==> src/rtl/buffered_uart_line_engine_core_assert.svh <==
// ----------------------------------------------------------------------------
// buffered_uart_line_engine_core_assert.svh
// Assertion macros for the serial buffer engine datapath (bule_dp).
// ----------------------------------------------------------------------------
`ifndef BUFFERED_UART_LINE_ENGINE_CORE_ASSERT_SVH
`define BUFFERED_UART_LINE_ENGINE_CORE_ASSERT_SVH

// Same-cycle implication, disabled while reset is held.
`define BULE_ASSERT_NOW(label, clk, rstn, ante, cons, msg) \
    label: assert property (@(posedge clk) disable iff (!(rstn)) (ante) |-> (cons)) \
        else $error(msg);

// Next-cycle implication, disabled while reset is held.
`define BULE_ASSERT_NEXT(label, clk, rstn, ante, cons, msg) \
    label: assert property (@(posedge clk) disable iff (!(rstn)) (ante) |=> (cons)) \
        else $error(msg);

`endif

==> src/rtl/bule_pkg.sv <==
// ----------------------------------------------------------------------------
// bule_pkg
// Payload types, operation and status codes, and controller/datapath
// command and status structs for the serial buffer engine.
// ----------------------------------------------------------------------------
`default_nettype none

package bule_pkg;

    // Operation codes
    localparam logic [2:0] OP_RX_BYTE = 3'd0;
    localparam logic [2:0] OP_TX_DONE = 3'd1;
    localparam logic [2:0] OP_PUT     = 3'd2;
    localparam logic [2:0] OP_GET     = 3'd3;
    localparam logic [2:0] OP_GET_NUM = 3'd4;

    // Status codes
    localparam logic [2:0] STS_OK       = 3'd0;
    localparam logic [2:0] STS_EMPTY    = 3'd1;
    localparam logic [2:0] STS_FULL     = 3'd2;
    localparam logic [2:0] STS_NO_LINE  = 3'd3;
    localparam logic [2:0] STS_INVALID  = 3'd4;
    localparam logic [2:0] STS_OVERFLOW = 3'd5;

    // Characters
    localparam logic [7:0] CH_LF   = 8'h0A;
    localparam logic [7:0] CH_CR   = 8'd13;
    localparam logic [7:0] CH_ZERO = 8'd48;
    localparam logic [7:0] CH_NINE = 8'd57;

    typedef struct packed {
        logic [2:0] operation;
        logic [7:0] data_byte;
    } in_item_t;

    typedef struct packed {
        logic       line_valid;
        logic [7:0] line_byte;
        logic [7:0] read_byte;
        logic [6:0] number_value;
        logic [2:0] status;
    } out_item_t;

    // Controller to datapath
    typedef struct packed {
        logic load;     // latch input item, start scan at receive read pointer
        logic step;     // advance scan pointer, one fewer byte left
        logic rescan;   // LF found: restart scan at receive read pointer
        logic take;     // keep front byte as digit if fewer than two held
        logic mark_cr;  // CR reached at the front
        logic finish;   // commit state and write result
    } ctl_cmd_t;

    // Datapath to controller
    typedef struct packed {
        logic [2:0] op;
        logic       rx_full;
        logic       left_zero;
        logic       left_one;
        logic       byte_is_lf;
        logic       byte_is_cr;
        logic       out_free;
    } dp_sts_t;

endpackage

`default_nettype wire

==> src/rtl/buffered_uart_line_engine_core.sv <==
// ----------------------------------------------------------------------------
// buffered_uart_line_engine_core
// Serial buffer engine: receive and transmit ring FIFOs serving line-side
// and host-side operations, with a two-digit line parser.
// ----------------------------------------------------------------------------
//  Channel | Dir | Handshake          | Payload
//  s_      | in  | s_valid / s_ready  | in_item_t  (operation, data_byte)
//  m_      | out | m_valid / m_ready  | out_item_t (line, read, number, status)
//
//  One item at a time; one result per item, held in an output register.
//  Plain operations are committed once the output register is free. Get
//  number walks the held bytes looking for LF, then pops bytes from the
//  receive read pointer up to and including the CR, plus one byte after
//  it if any. The ring memories are read one byte a cycle; no clearing
//  pass after reset. A stalled result holds the commit of the next item.
// ----------------------------------------------------------------------------
`default_nettype none

module buffered_uart_line_engine_core
    import bule_pkg::*;
#(
    parameter int FIFO_DEPTH = 64
) (
    input  wire logic      aclk,
    input  wire logic      aresetn,
    input  wire logic      s_valid,
    output logic           s_ready,
    input  wire in_item_t  s_data,
    output logic           m_valid,
    input  wire logic      m_ready,
    output out_item_t      m_data
);

    ctl_cmd_t cmd;
    dp_sts_t  sts;

    bule_ctrl u_ctrl (
        .aclk    (aclk),
        .aresetn (aresetn),
        .s_valid (s_valid),
        .s_ready (s_ready),
        .sts     (sts),
        .cmd     (cmd)
    );

    bule_dp #(
        .FIFO_DEPTH (FIFO_DEPTH)
    ) u_dp (
        .aclk    (aclk),
        .aresetn (aresetn),
        .s_data  (s_data),
        .m_valid (m_valid),
        .m_ready (m_ready),
        .m_data  (m_data),
        .cmd     (cmd),
        .sts     (sts)
    );

endmodule

`default_nettype wire

==> src/rtl/bule_ctrl.sv <==
// ----------------------------------------------------------------------------
// bule_ctrl
// Sequencer for the serial buffer engine: accepts an item, walks the
// receive FIFO for get number, and schedules the commit of each item.
// ----------------------------------------------------------------------------
`default_nettype none

module bule_ctrl
    import bule_pkg::*;
(
    input  wire logic      aclk,
    input  wire logic      aresetn,
    input  wire logic      s_valid,
    output logic           s_ready,
    input  wire dp_sts_t   sts,
    output ctl_cmd_t       cmd
);

    localparam logic [2:0] S_IDLE  = 3'd0;
    localparam logic [2:0] S_EXEC  = 3'd1;
    localparam logic [2:0] S_SCAN  = 3'd2;
    localparam logic [2:0] S_PARSE = 3'd3;
    localparam logic [2:0] S_TAIL  = 3'd4;
    localparam logic [2:0] S_DONE  = 3'd5;

    logic [2:0] state_reg, state_next;

    // State register
    always_ff @(posedge aclk) begin
        if (!aresetn) begin
            state_reg <= S_IDLE;
        end else begin
            state_reg <= state_next;
        end
    end

    assign s_ready = (state_reg == S_IDLE);

    // Next state and commands
    always_comb begin
        state_next = state_reg;
        cmd        = '0;
        unique case (state_reg)
            S_IDLE: begin
                if (s_valid) begin
                    cmd.load   = 1'b1;
                    state_next = S_EXEC;
                end
            end
            S_EXEC: begin
                if (sts.op == OP_GET_NUM && !sts.rx_full && !sts.left_zero) begin
                    state_next = S_SCAN;
                end else if (sts.out_free) begin
                    cmd.finish = 1'b1;
                    state_next = S_IDLE;
                end
            end
            // look for LF among the held bytes
            S_SCAN: begin
                if (sts.byte_is_lf) begin
                    cmd.rescan = 1'b1;
                    state_next = S_PARSE;
                end else begin
                    cmd.step = 1'b1;
                    if (sts.left_one) begin
                        state_next = S_DONE;
                    end
                end
            end
            // pop up to the CR, keeping the first two bytes
            S_PARSE: begin
                if (sts.left_zero) begin
                    state_next = S_DONE;
                end else if (sts.byte_is_cr) begin
                    cmd.mark_cr = 1'b1;
                    cmd.step    = 1'b1;
                    state_next  = S_TAIL;
                end else begin
                    cmd.take = 1'b1;
                    cmd.step = 1'b1;
                end
            end
            // one more byte after the CR, if any
            S_TAIL: begin
                cmd.step   = !sts.left_zero;
                state_next = S_DONE;
            end
            S_DONE: begin
                if (sts.out_free) begin
                    cmd.finish = 1'b1;
                    state_next = S_IDLE;
                end
            end
            default: begin
                state_next = S_IDLE;
            end
        endcase
    end

endmodule

`default_nettype wire

==> src/rtl/bule_dp.sv <==
// ----------------------------------------------------------------------------
// bule_dp
// Datapath of the serial buffer engine: receive and transmit ring memories,
// pointers and counts, get-number scan registers, result register.
// ----------------------------------------------------------------------------
`default_nettype none

`include "buffered_uart_line_engine_core_assert.svh"

module bule_dp
    import bule_pkg::*;
#(
    parameter int FIFO_DEPTH = 64
) (
    input  wire logic      aclk,
    input  wire logic      aresetn,
    input  wire in_item_t  s_data,
    output logic           m_valid,
    input  wire logic      m_ready,
    output out_item_t      m_data,
    input  wire ctl_cmd_t  cmd,
    output dp_sts_t        sts
);

    localparam int PTR_W = $clog2(FIFO_DEPTH);
    localparam int CNT_W = $clog2(FIFO_DEPTH + 1);
    localparam logic [PTR_W-1:0] PTR_LAST = PTR_W'(FIFO_DEPTH - 1);
    localparam logic [CNT_W-1:0] CNT_FULL = CNT_W'(FIFO_DEPTH);

    function automatic logic [PTR_W-1:0] ptr_inc(input logic [PTR_W-1:0] p);
        return (p == PTR_LAST) ? '0 : p + 1'b1;
    endfunction

    // Ring memories
    logic [7:0] rx_mem [FIFO_DEPTH];
    logic [7:0] tx_mem [FIFO_DEPTH];
    logic [7:0] rx_rdata_reg;
    logic [7:0] tx_rdata_reg;

    // FIFO state
    logic [PTR_W-1:0] rx_rp_reg, rx_rp_next, rx_wp_reg, rx_wp_next;
    logic [PTR_W-1:0] tx_rp_reg, tx_rp_next, tx_wp_reg, tx_wp_next;
    logic [CNT_W-1:0] rx_count_reg, rx_count_next, tx_count_reg, tx_count_next;
    logic             tx_busy_reg, tx_busy_next;

    // Item and scan state
    logic [2:0]       op_reg;
    logic [7:0]       byte_reg;
    logic [PTR_W-1:0] scan_ptr_reg, scan_ptr_next;
    logic [CNT_W-1:0] left_reg, left_next;
    logic [1:0]       nd_reg;
    logic [7:0]       d0_reg, d1_reg;
    logic             cr_reg, lf_reg;

    // Result register
    logic      m_valid_reg, m_valid_next;
    out_item_t m_data_reg, out_next;

    logic rx_full, tx_full, rx_we, tx_we;

    assign rx_full = (rx_count_reg == CNT_FULL);
    assign tx_full = (tx_count_reg == CNT_FULL);

    // Digit decode
    logic [7:0] d0_off, d1_off;
    logic       d0_ok, d1_ok;
    logic [6:0] num_value;

    assign d0_off    = d0_reg - CH_ZERO;
    assign d1_off    = d1_reg - CH_ZERO;
    assign d0_ok     = (d0_reg >= CH_ZERO) && (d0_reg <= CH_NINE);
    assign d1_ok     = (d1_reg >= CH_ZERO) && (d1_reg <= CH_NINE);
    assign num_value = (nd_reg == 2'd1) ? 7'(d0_off[3:0])
                     : 7'({d0_off[3:0], 3'b000}) + 7'({d0_off[3:0], 1'b0})
                       + 7'(d1_off[3:0]);

    // Scan pointer: the read address follows its next value, so the read
    // data register always holds the byte under the scan pointer.
    always_comb begin
        scan_ptr_next = scan_ptr_reg;
        left_next     = left_reg;
        if (cmd.load || cmd.rescan) begin
            scan_ptr_next = rx_rp_reg;
            left_next     = rx_count_reg;
        end else if (cmd.step) begin
            scan_ptr_next = ptr_inc(scan_ptr_reg);
            left_next     = left_reg - 1'b1;
        end
    end

    // Commit of one item
    always_comb begin
        rx_rp_next    = rx_rp_reg;
        rx_wp_next    = rx_wp_reg;
        rx_count_next = rx_count_reg;
        tx_rp_next    = tx_rp_reg;
        tx_wp_next    = tx_wp_reg;
        tx_count_next = tx_count_reg;
        tx_busy_next  = tx_busy_reg;
        out_next      = '0;
        rx_we         = 1'b0;
        tx_we         = 1'b0;
        if (cmd.finish) begin
            unique case (op_reg)
                OP_RX_BYTE: begin
                    if (rx_full) begin
                        out_next.status = STS_FULL;
                    end else begin
                        rx_we         = 1'b1;
                        rx_wp_next    = ptr_inc(rx_wp_reg);
                        rx_count_next = rx_count_reg + 1'b1;
                    end
                end
                OP_TX_DONE: begin
                    if (tx_count_reg != '0) begin
                        out_next.line_valid = 1'b1;
                        out_next.line_byte  = tx_rdata_reg;
                        tx_rp_next          = ptr_inc(tx_rp_reg);
                        tx_count_next       = tx_count_reg - 1'b1;
                    end else begin
                        tx_busy_next    = 1'b0;
                        out_next.status = STS_EMPTY;
                    end
                end
                OP_PUT: begin
                    if (tx_full) begin
                        out_next.status = STS_FULL;
                    end else if (!tx_busy_reg) begin
                        out_next.line_valid = 1'b1;
                        out_next.line_byte  = byte_reg;
                        tx_busy_next        = 1'b1;
                    end else begin
                        tx_we         = 1'b1;
                        tx_wp_next    = ptr_inc(tx_wp_reg);
                        tx_count_next = tx_count_reg + 1'b1;
                    end
                end
                OP_GET: begin
                    if (rx_count_reg != '0) begin
                        out_next.read_byte = rx_rdata_reg;
                        rx_rp_next         = ptr_inc(rx_rp_reg);
                        rx_count_next      = rx_count_reg - 1'b1;
                    end else begin
                        out_next.status = STS_EMPTY;
                    end
                end
                OP_GET_NUM: begin
                    if (rx_full) begin
                        rx_rp_next      = '0;
                        rx_wp_next      = '0;
                        rx_count_next   = '0;
                        tx_rp_next      = '0;
                        tx_wp_next      = '0;
                        tx_count_next   = '0;
                        tx_busy_next    = 1'b0;
                        out_next.status = STS_OVERFLOW;
                    end else if (!lf_reg) begin
                        out_next.status = STS_NO_LINE;
                    end else begin
                        rx_rp_next    = scan_ptr_reg;
                        rx_count_next = left_reg;
                        if (!cr_reg || nd_reg == 2'd0 || !d0_ok
                                || (nd_reg == 2'd2 && !d1_ok)) begin
                            out_next.status = STS_INVALID;
                        end else begin
                            out_next.number_value = num_value;
                        end
                    end
                end
                default: begin
                    out_next = '0;
                end
            endcase
        end
    end

    // Result handshake
    assign m_valid_next = cmd.finish ? 1'b1 : (m_ready ? 1'b0 : m_valid_reg);
    assign m_valid      = m_valid_reg;
    assign m_data       = m_data_reg;

    // Control registers
    always_ff @(posedge aclk) begin
        if (!aresetn) begin
            rx_rp_reg    <= '0;
            rx_wp_reg    <= '0;
            rx_count_reg <= '0;
            tx_rp_reg    <= '0;
            tx_wp_reg    <= '0;
            tx_count_reg <= '0;
            tx_busy_reg  <= 1'b0;
            m_valid_reg  <= 1'b0;
            op_reg       <= '0;
            scan_ptr_reg <= '0;
            left_reg     <= '0;
            nd_reg       <= '0;
            cr_reg       <= 1'b0;
            lf_reg       <= 1'b0;
        end else begin
            rx_rp_reg    <= rx_rp_next;
            rx_wp_reg    <= rx_wp_next;
            rx_count_reg <= rx_count_next;
            tx_rp_reg    <= tx_rp_next;
            tx_wp_reg    <= tx_wp_next;
            tx_count_reg <= tx_count_next;
            tx_busy_reg  <= tx_busy_next;
            m_valid_reg  <= m_valid_next;
            scan_ptr_reg <= scan_ptr_next;
            left_reg     <= left_next;
            if (cmd.load) begin
                op_reg <= s_data.operation;
                nd_reg <= '0;
                cr_reg <= 1'b0;
                lf_reg <= 1'b0;
            end else begin
                if (cmd.take && nd_reg != 2'd2) begin
                    nd_reg <= nd_reg + 1'b1;
                end
                if (cmd.mark_cr) begin
                    cr_reg <= 1'b1;
                end
                if (cmd.rescan) begin
                    lf_reg <= 1'b1;
                end
            end
        end
    end

    // Payload registers
    always_ff @(posedge aclk) begin
        if (cmd.load) begin
            byte_reg <= s_data.data_byte;
        end
        if (cmd.take && nd_reg == 2'd0) begin
            d0_reg <= rx_rdata_reg;
        end
        if (cmd.take && nd_reg == 2'd1) begin
            d1_reg <= rx_rdata_reg;
        end
        if (cmd.finish) begin
            m_data_reg <= out_next;
        end
    end

    // Receive memory
    always_ff @(posedge aclk) begin
        if (rx_we) begin
            rx_mem[rx_wp_reg] <= byte_reg;
        end
        rx_rdata_reg <= rx_mem[scan_ptr_next];
    end

    // Transmit memory
    always_ff @(posedge aclk) begin
        if (tx_we) begin
            tx_mem[tx_wp_reg] <= byte_reg;
        end
        tx_rdata_reg <= tx_mem[tx_rp_next];
    end

    // Status to controller
    always_comb begin
        sts.op         = op_reg;
        sts.rx_full    = rx_full;
        sts.left_zero  = (left_reg == '0);
        sts.left_one   = (left_reg == CNT_W'(1));
        sts.byte_is_lf = (rx_rdata_reg == CH_LF);
        sts.byte_is_cr = (rx_rdata_reg == CH_CR);
        sts.out_free   = !m_valid_reg || m_ready;
    end

    `BULE_ASSERT_NOW(a_rx_count_bound, aclk, aresetn, 1'b1, rx_count_reg <= CNT_FULL, "rx count above depth")
    `BULE_ASSERT_NOW(a_tx_queue_busy, aclk, aresetn, tx_count_reg != '0, tx_busy_reg, "tx bytes queued while idle")
    `BULE_ASSERT_NOW(a_step_has_byte, aclk, aresetn, cmd.step, left_reg != '0, "scan step past the last byte")
    `BULE_ASSERT_NOW(a_finish_slot, aclk, aresetn, cmd.finish, !m_valid_reg || m_ready, "result overwritten")
    `BULE_ASSERT_NEXT(a_finish_valid, aclk, aresetn, cmd.finish, m_valid_reg, "result not presented")

endmodule

`default_nettype wire
==> config.mk <==
export PLATFORM = sky130hd
export DESIGN_NAME = buffered_uart_line_engine_core
export DESIGN_NICKNAME = d
export VERILOG_FILES = /design/src/rtl/bule_pkg.sv /design/src/rtl/buffered_uart_line_engine_core.sv /design/src/rtl/bule_ctrl.sv /design/src/rtl/bule_dp.sv
export VERILOG_INCLUDE_DIRS = /design/src /design/src/rtl
export SDC_FILE = /design/constraint.sdc
export NUM_CORES = 2
export LEC_CHECK = 0
export BUFFER_PORTS_ARGS = -buffer_cell sky130_fd_sc_hd__buf_4
export CORE_MARGIN = 4
export CORE_UTILIZATION = 50
export DETAILED_ROUTE_END_ITERATION = 16
export PLACE_DENSITY = 0.68
export SLEW_MARGIN = 5
export SYNTH_ARGS = -nofsm -noshare
export SYNTH_HDL_FRONTEND = slang
export SYNTH_SLANG_ARGS = --single-unit
==> constraint.sdc <==
create_clock -name aclk -period 2.92 [get_ports aclk]
set_input_delay 0.438 -clock aclk [delete_from_list [all_inputs] [get_ports aclk]]
set_output_delay 0.438 -clock aclk [all_outputs]
set_load 0.02 [all_outputs]
==> flow_metrics.tcl <==
set metrics [dict create \
    outcome "finished with violations" \
    failed_checks "negative setup slack" \
    worstPathMaxFanout 8 \
    period_needed_ns 3.35 \
    per_instance_average_area_after_synthesis_sq_um 13.4 \
    crit-reg2reg-capture "u_dp.rx_rdata_reg[7]" \
    holdPathStages 3 \
    synth.lib_cells_used.distinct 98 \
    numCtsBuffers 114 \
    synthCells 3570 \
    tritoncts_num_sinks 1154 \
    synth_top_flop_cell "sky130_fd_sc_hd__edfxtp_1" \
    start_kind "register" \
    synth_async_sr_flop_share 0 \
    clkTransAtPathRegs_ns 0.06 \
    reg2reg_depth 14 \
    post-route-period-util 1.15 \
    pin_count 44 \
    yosys_register_bits 1154 \
    grt_setup_unrepaired "true" \
    portBuffers 43 \
    aggregate_global_route_resource_usage 0.261 \
    root_buffer "sky130_fd_sc_hd__clkbuf_16" \
    worst_clk_skew_ns 0.0499 \
    clock_tree_from_tritoncts "done" \
    synth_sequential_area_ratio 0.708 \
    antenna_found_initial 0 \
    largest_net_degree_at_the_start_of_global_routing 130 \
    via_count 33245 \
    ant_nets 0 \
    floorplan.die.width_microns 317 \
    std_cell_core_area_sq_um 95000 \
    pre_cts_ws_ns -0.626 \
    timing.setup.critical_path_class "register to register" \
    routed_wirelength_microns 138000 \
    drc 0 \
    synth.area.top_cells "sky130_fd_sc_hd__edfxtp_1 67%, sky130_fd_sc_hd__nand2_1 5.3%, sky130_fd_sc_hd__mux2i_1 3.7%" \
    leakage_nw 21.5 \
    max_freq_mhz 298 \
    reg2reg_from "u_dp.left_reg[5]" \
    topRoutingLayerUsed "met4" \
    met2WireLength_microns 65500 \
    dr.pass1.iters 8 \
    worst-r2r-setup-slack_ns -0.43 \
    synth.yosys.warnings 0 \
    synth_edf_count 1075 \
    power_per_cell_area_nw_per_um2 599 \
    max_slew.worst_pin.slew_ns 0.971 \
    drive_gt1_frac 0.277 \
    initial_drc_count 4531 \
    hold_path.class "input port to register" \
    hold_start "s_data[8]" \
    grt_pass1_wl_microns 198000 \
    mappedNetlistArea_sq_um 47800 \
    place.detailed.hpwl_microns 84100 \
    die_area_sq_um 101000 \
    setup_violations 16 \
    yosys-top-cells-count "1,075 x sky130_fd_sc_hd__edfxtp_1, 680 x sky130_fd_sc_hd__nand2_1, 228 x sky130_fd_sc_hd__nor2_1" \
    cts_max_level 3 \
    grt-ovfl-total 0 \
    finish.net_count 4194 \
    met3WireLength_microns 13800 \
    dp_cells 5177 \
    clock_path_buffers 3 \
    routedLengthMet1_microns 53300 \
    placementRows 113 \
    mappedNetlistNets 3616 \
    slew_headroom 0.351 \
    yosys.area.top_type_share 0.675 \
    post_layout_nonfiller_instances 5508 \
    synth_largest_area_cell "sky130_fd_sc_hd__edfxtp_1" \
    first_global_vias 31818 \
    number_of_vias_per_cell_after_detailed_routing 6.04 \
    synth_most_common_cell "sky130_fd_sc_hd__edfxtp_1" \
    finalMaxSlewViolations 0 \
    critical_path_arrival_ns 3.92 \
    maxCapViolCount 0 \
    die-height_microns 317 \
    worst_skew_pair.late_latency_ns 0.72 \
    cp-end-kind "register" \
    ir_drop_mv 0.523 \
    hold_violations 0 \
    finalWeightedCongestion 0.952 \
    postLayoutCellArea_sq_um 60600 \
    hold-path-endpoint "u_dp.op_reg[0]" \
    avgRoutedWirePerCell_microns 25.0 \
    timing.critical_path.required_ns 3.49 \
    placement.cell_area_sq_um 53300 \
    final.setup.worst_slack_ns -0.432 \
    areaGrowthSynthToFinish_pct 26.7 \
    initial_util 0.503 \
]
where the power goes:
group	leakage [nW]	internal, mW	switching [mW]
clock network	1.80	8.20	6.27
registers	10.3	18.3	0.111
logic	9.32	1.40	2.07
total	21.5	27.9	8.45
layer usage:
metal	vias up	track usage
met1	16445	0.357
met3	330	0.0491
met2	1824	0.424
met4	0	0.0912
li1	14646	-
met5	-	0
metrics by stage:
| stage | utilization | total power [mW] | TNS (ns) | hold WS [ns] |
|---|---|---|---|---|
| 2_1_floorplan | - | 20.3 | -0.105 | 0.429 |
| 3_3_place_gp | 0.561 | 21.6 | -105.26 | 0.456 |
| 3_5_place_dp | 0.561 | 21.7 | -104.60 | 0.469 |
| 4_1_cts | 0.618 | 36.2 | -3.92 | 0.0190 |
| 5_1_grt | 0.638 | 37.4 | -8.84 | 0.0504 |
| 6_report | 0.638 | 36.3 | -4.73 | 0.0797 |
worst max-delay path, cell delays in order (launching register included):
cell and delay, ns:
sky130_fd_sc_hd__dfxtp_2 0.32, sky130_fd_sc_hd__or4_4 0.56, sky130_fd_sc_hd__buf_6 0.16, sky130_fd_sc_hd__o211ai_4 0.19, sky130_fd_sc_hd__buf_6 0.15, sky130_fd_sc_hd__a21oi_4 0.06
sky130_fd_sc_hd__or3_4 0.43, sky130_fd_sc_hd__buf_12 0.16, sky130_fd_sc_hd__nor2_4 0.21, sky130_fd_sc_hd__buf_12 0.17, sky130_fd_sc_hd__buf_4 0.11, sky130_fd_sc_hd__buf_4 0.13
sky130_fd_sc_hd__a32oi_2 0.13, sky130_fd_sc_hd__a31oi_1 0.35, sky130_fd_sc_hd__nor4_2 0.09
final cells by class:
class | count | area (sq um)
multi-input combinational | 2179 | 14800
antenna | 1 | 2.50
timing repair buffer | 673 | 6550
clock buffer | 133 | 2940
clock inverter | 77 | 743
fill | 6695 | 34400
tap | 1265 | 1580
sequential | 1154 | 33900
inverter | 26 | 98.8
logic make-up (layout without fill, tap and decap cells):
group,after synthesis,after routing,synth area share
simple gates,1349,1351,0.127
flops,1154,1154,0.708
compound gates,583,584,0.0872
buf+inv,240,909,0.0242
mux,192,192,0.0409
fa+ha+maj,31,31,0.00874
xor+xnor,21,21,0.00385
other cells,0,1,0
how the worst max path moves through the flow:
stage,from,end,slack (ns),cells after the start
6_report,u_dp.left_reg[5],u_dp.rx_rdata_reg[7],-0.43,14
5_1_grt,u_dp.left_reg[5],u_dp.rx_rdata_reg[4],-0.45,10
4_1_cts,u_dp.left_reg[2],u_dp.rx_rdata_reg[3],-0.33,14
3_5_place_dp,u_dp.left_reg[2],u_dp.rx_rdata_reg[6],-0.63,10
3_3_place_gp,u_dp.left_reg[2],u_dp.rx_rdata_reg[6],-0.63,10
2_1_floorplan,u_dp.tx_count_reg[3],u_dp.tx_rdata_reg[5],-0.1,13
layout by cell type, fill, tap and decap left out, types with 54 or more instances in the layout:
cell                        synthesis  layout
sky130_fd_sc_hd__a21oi_1          150     132
sky130_fd_sc_hd__buf_12             0      64
sky130_fd_sc_hd__buf_4             22     516
sky130_fd_sc_hd__buf_6             10      54
sky130_fd_sc_hd__clkbuf_16          0     125
sky130_fd_sc_hd__dfxtp_1           79      73
sky130_fd_sc_hd__edfxtp_1        1075    1075
sky130_fd_sc_hd__mux2i_1          175     151
sky130_fd_sc_hd__nand2_1          680     666
sky130_fd_sc_hd__nand3_1          206     187
sky130_fd_sc_hd__nor2_1           228     161
what timing repair did:
| action | CTS | global route |
|---|---|---|
| cloned | 11 | 11 |
| pin swaps | 74 | 97 |
| hold endpoints to repair | 8 | 0 |
| buffers inserted | 45 | 54 |
| resized for setup | 252 | 241 |
| hold buffers | 8 | 0 |
| endpoints found under the setup margin | 478 | 455 |
Note: power is estimated with default switching activity, not from simulation.
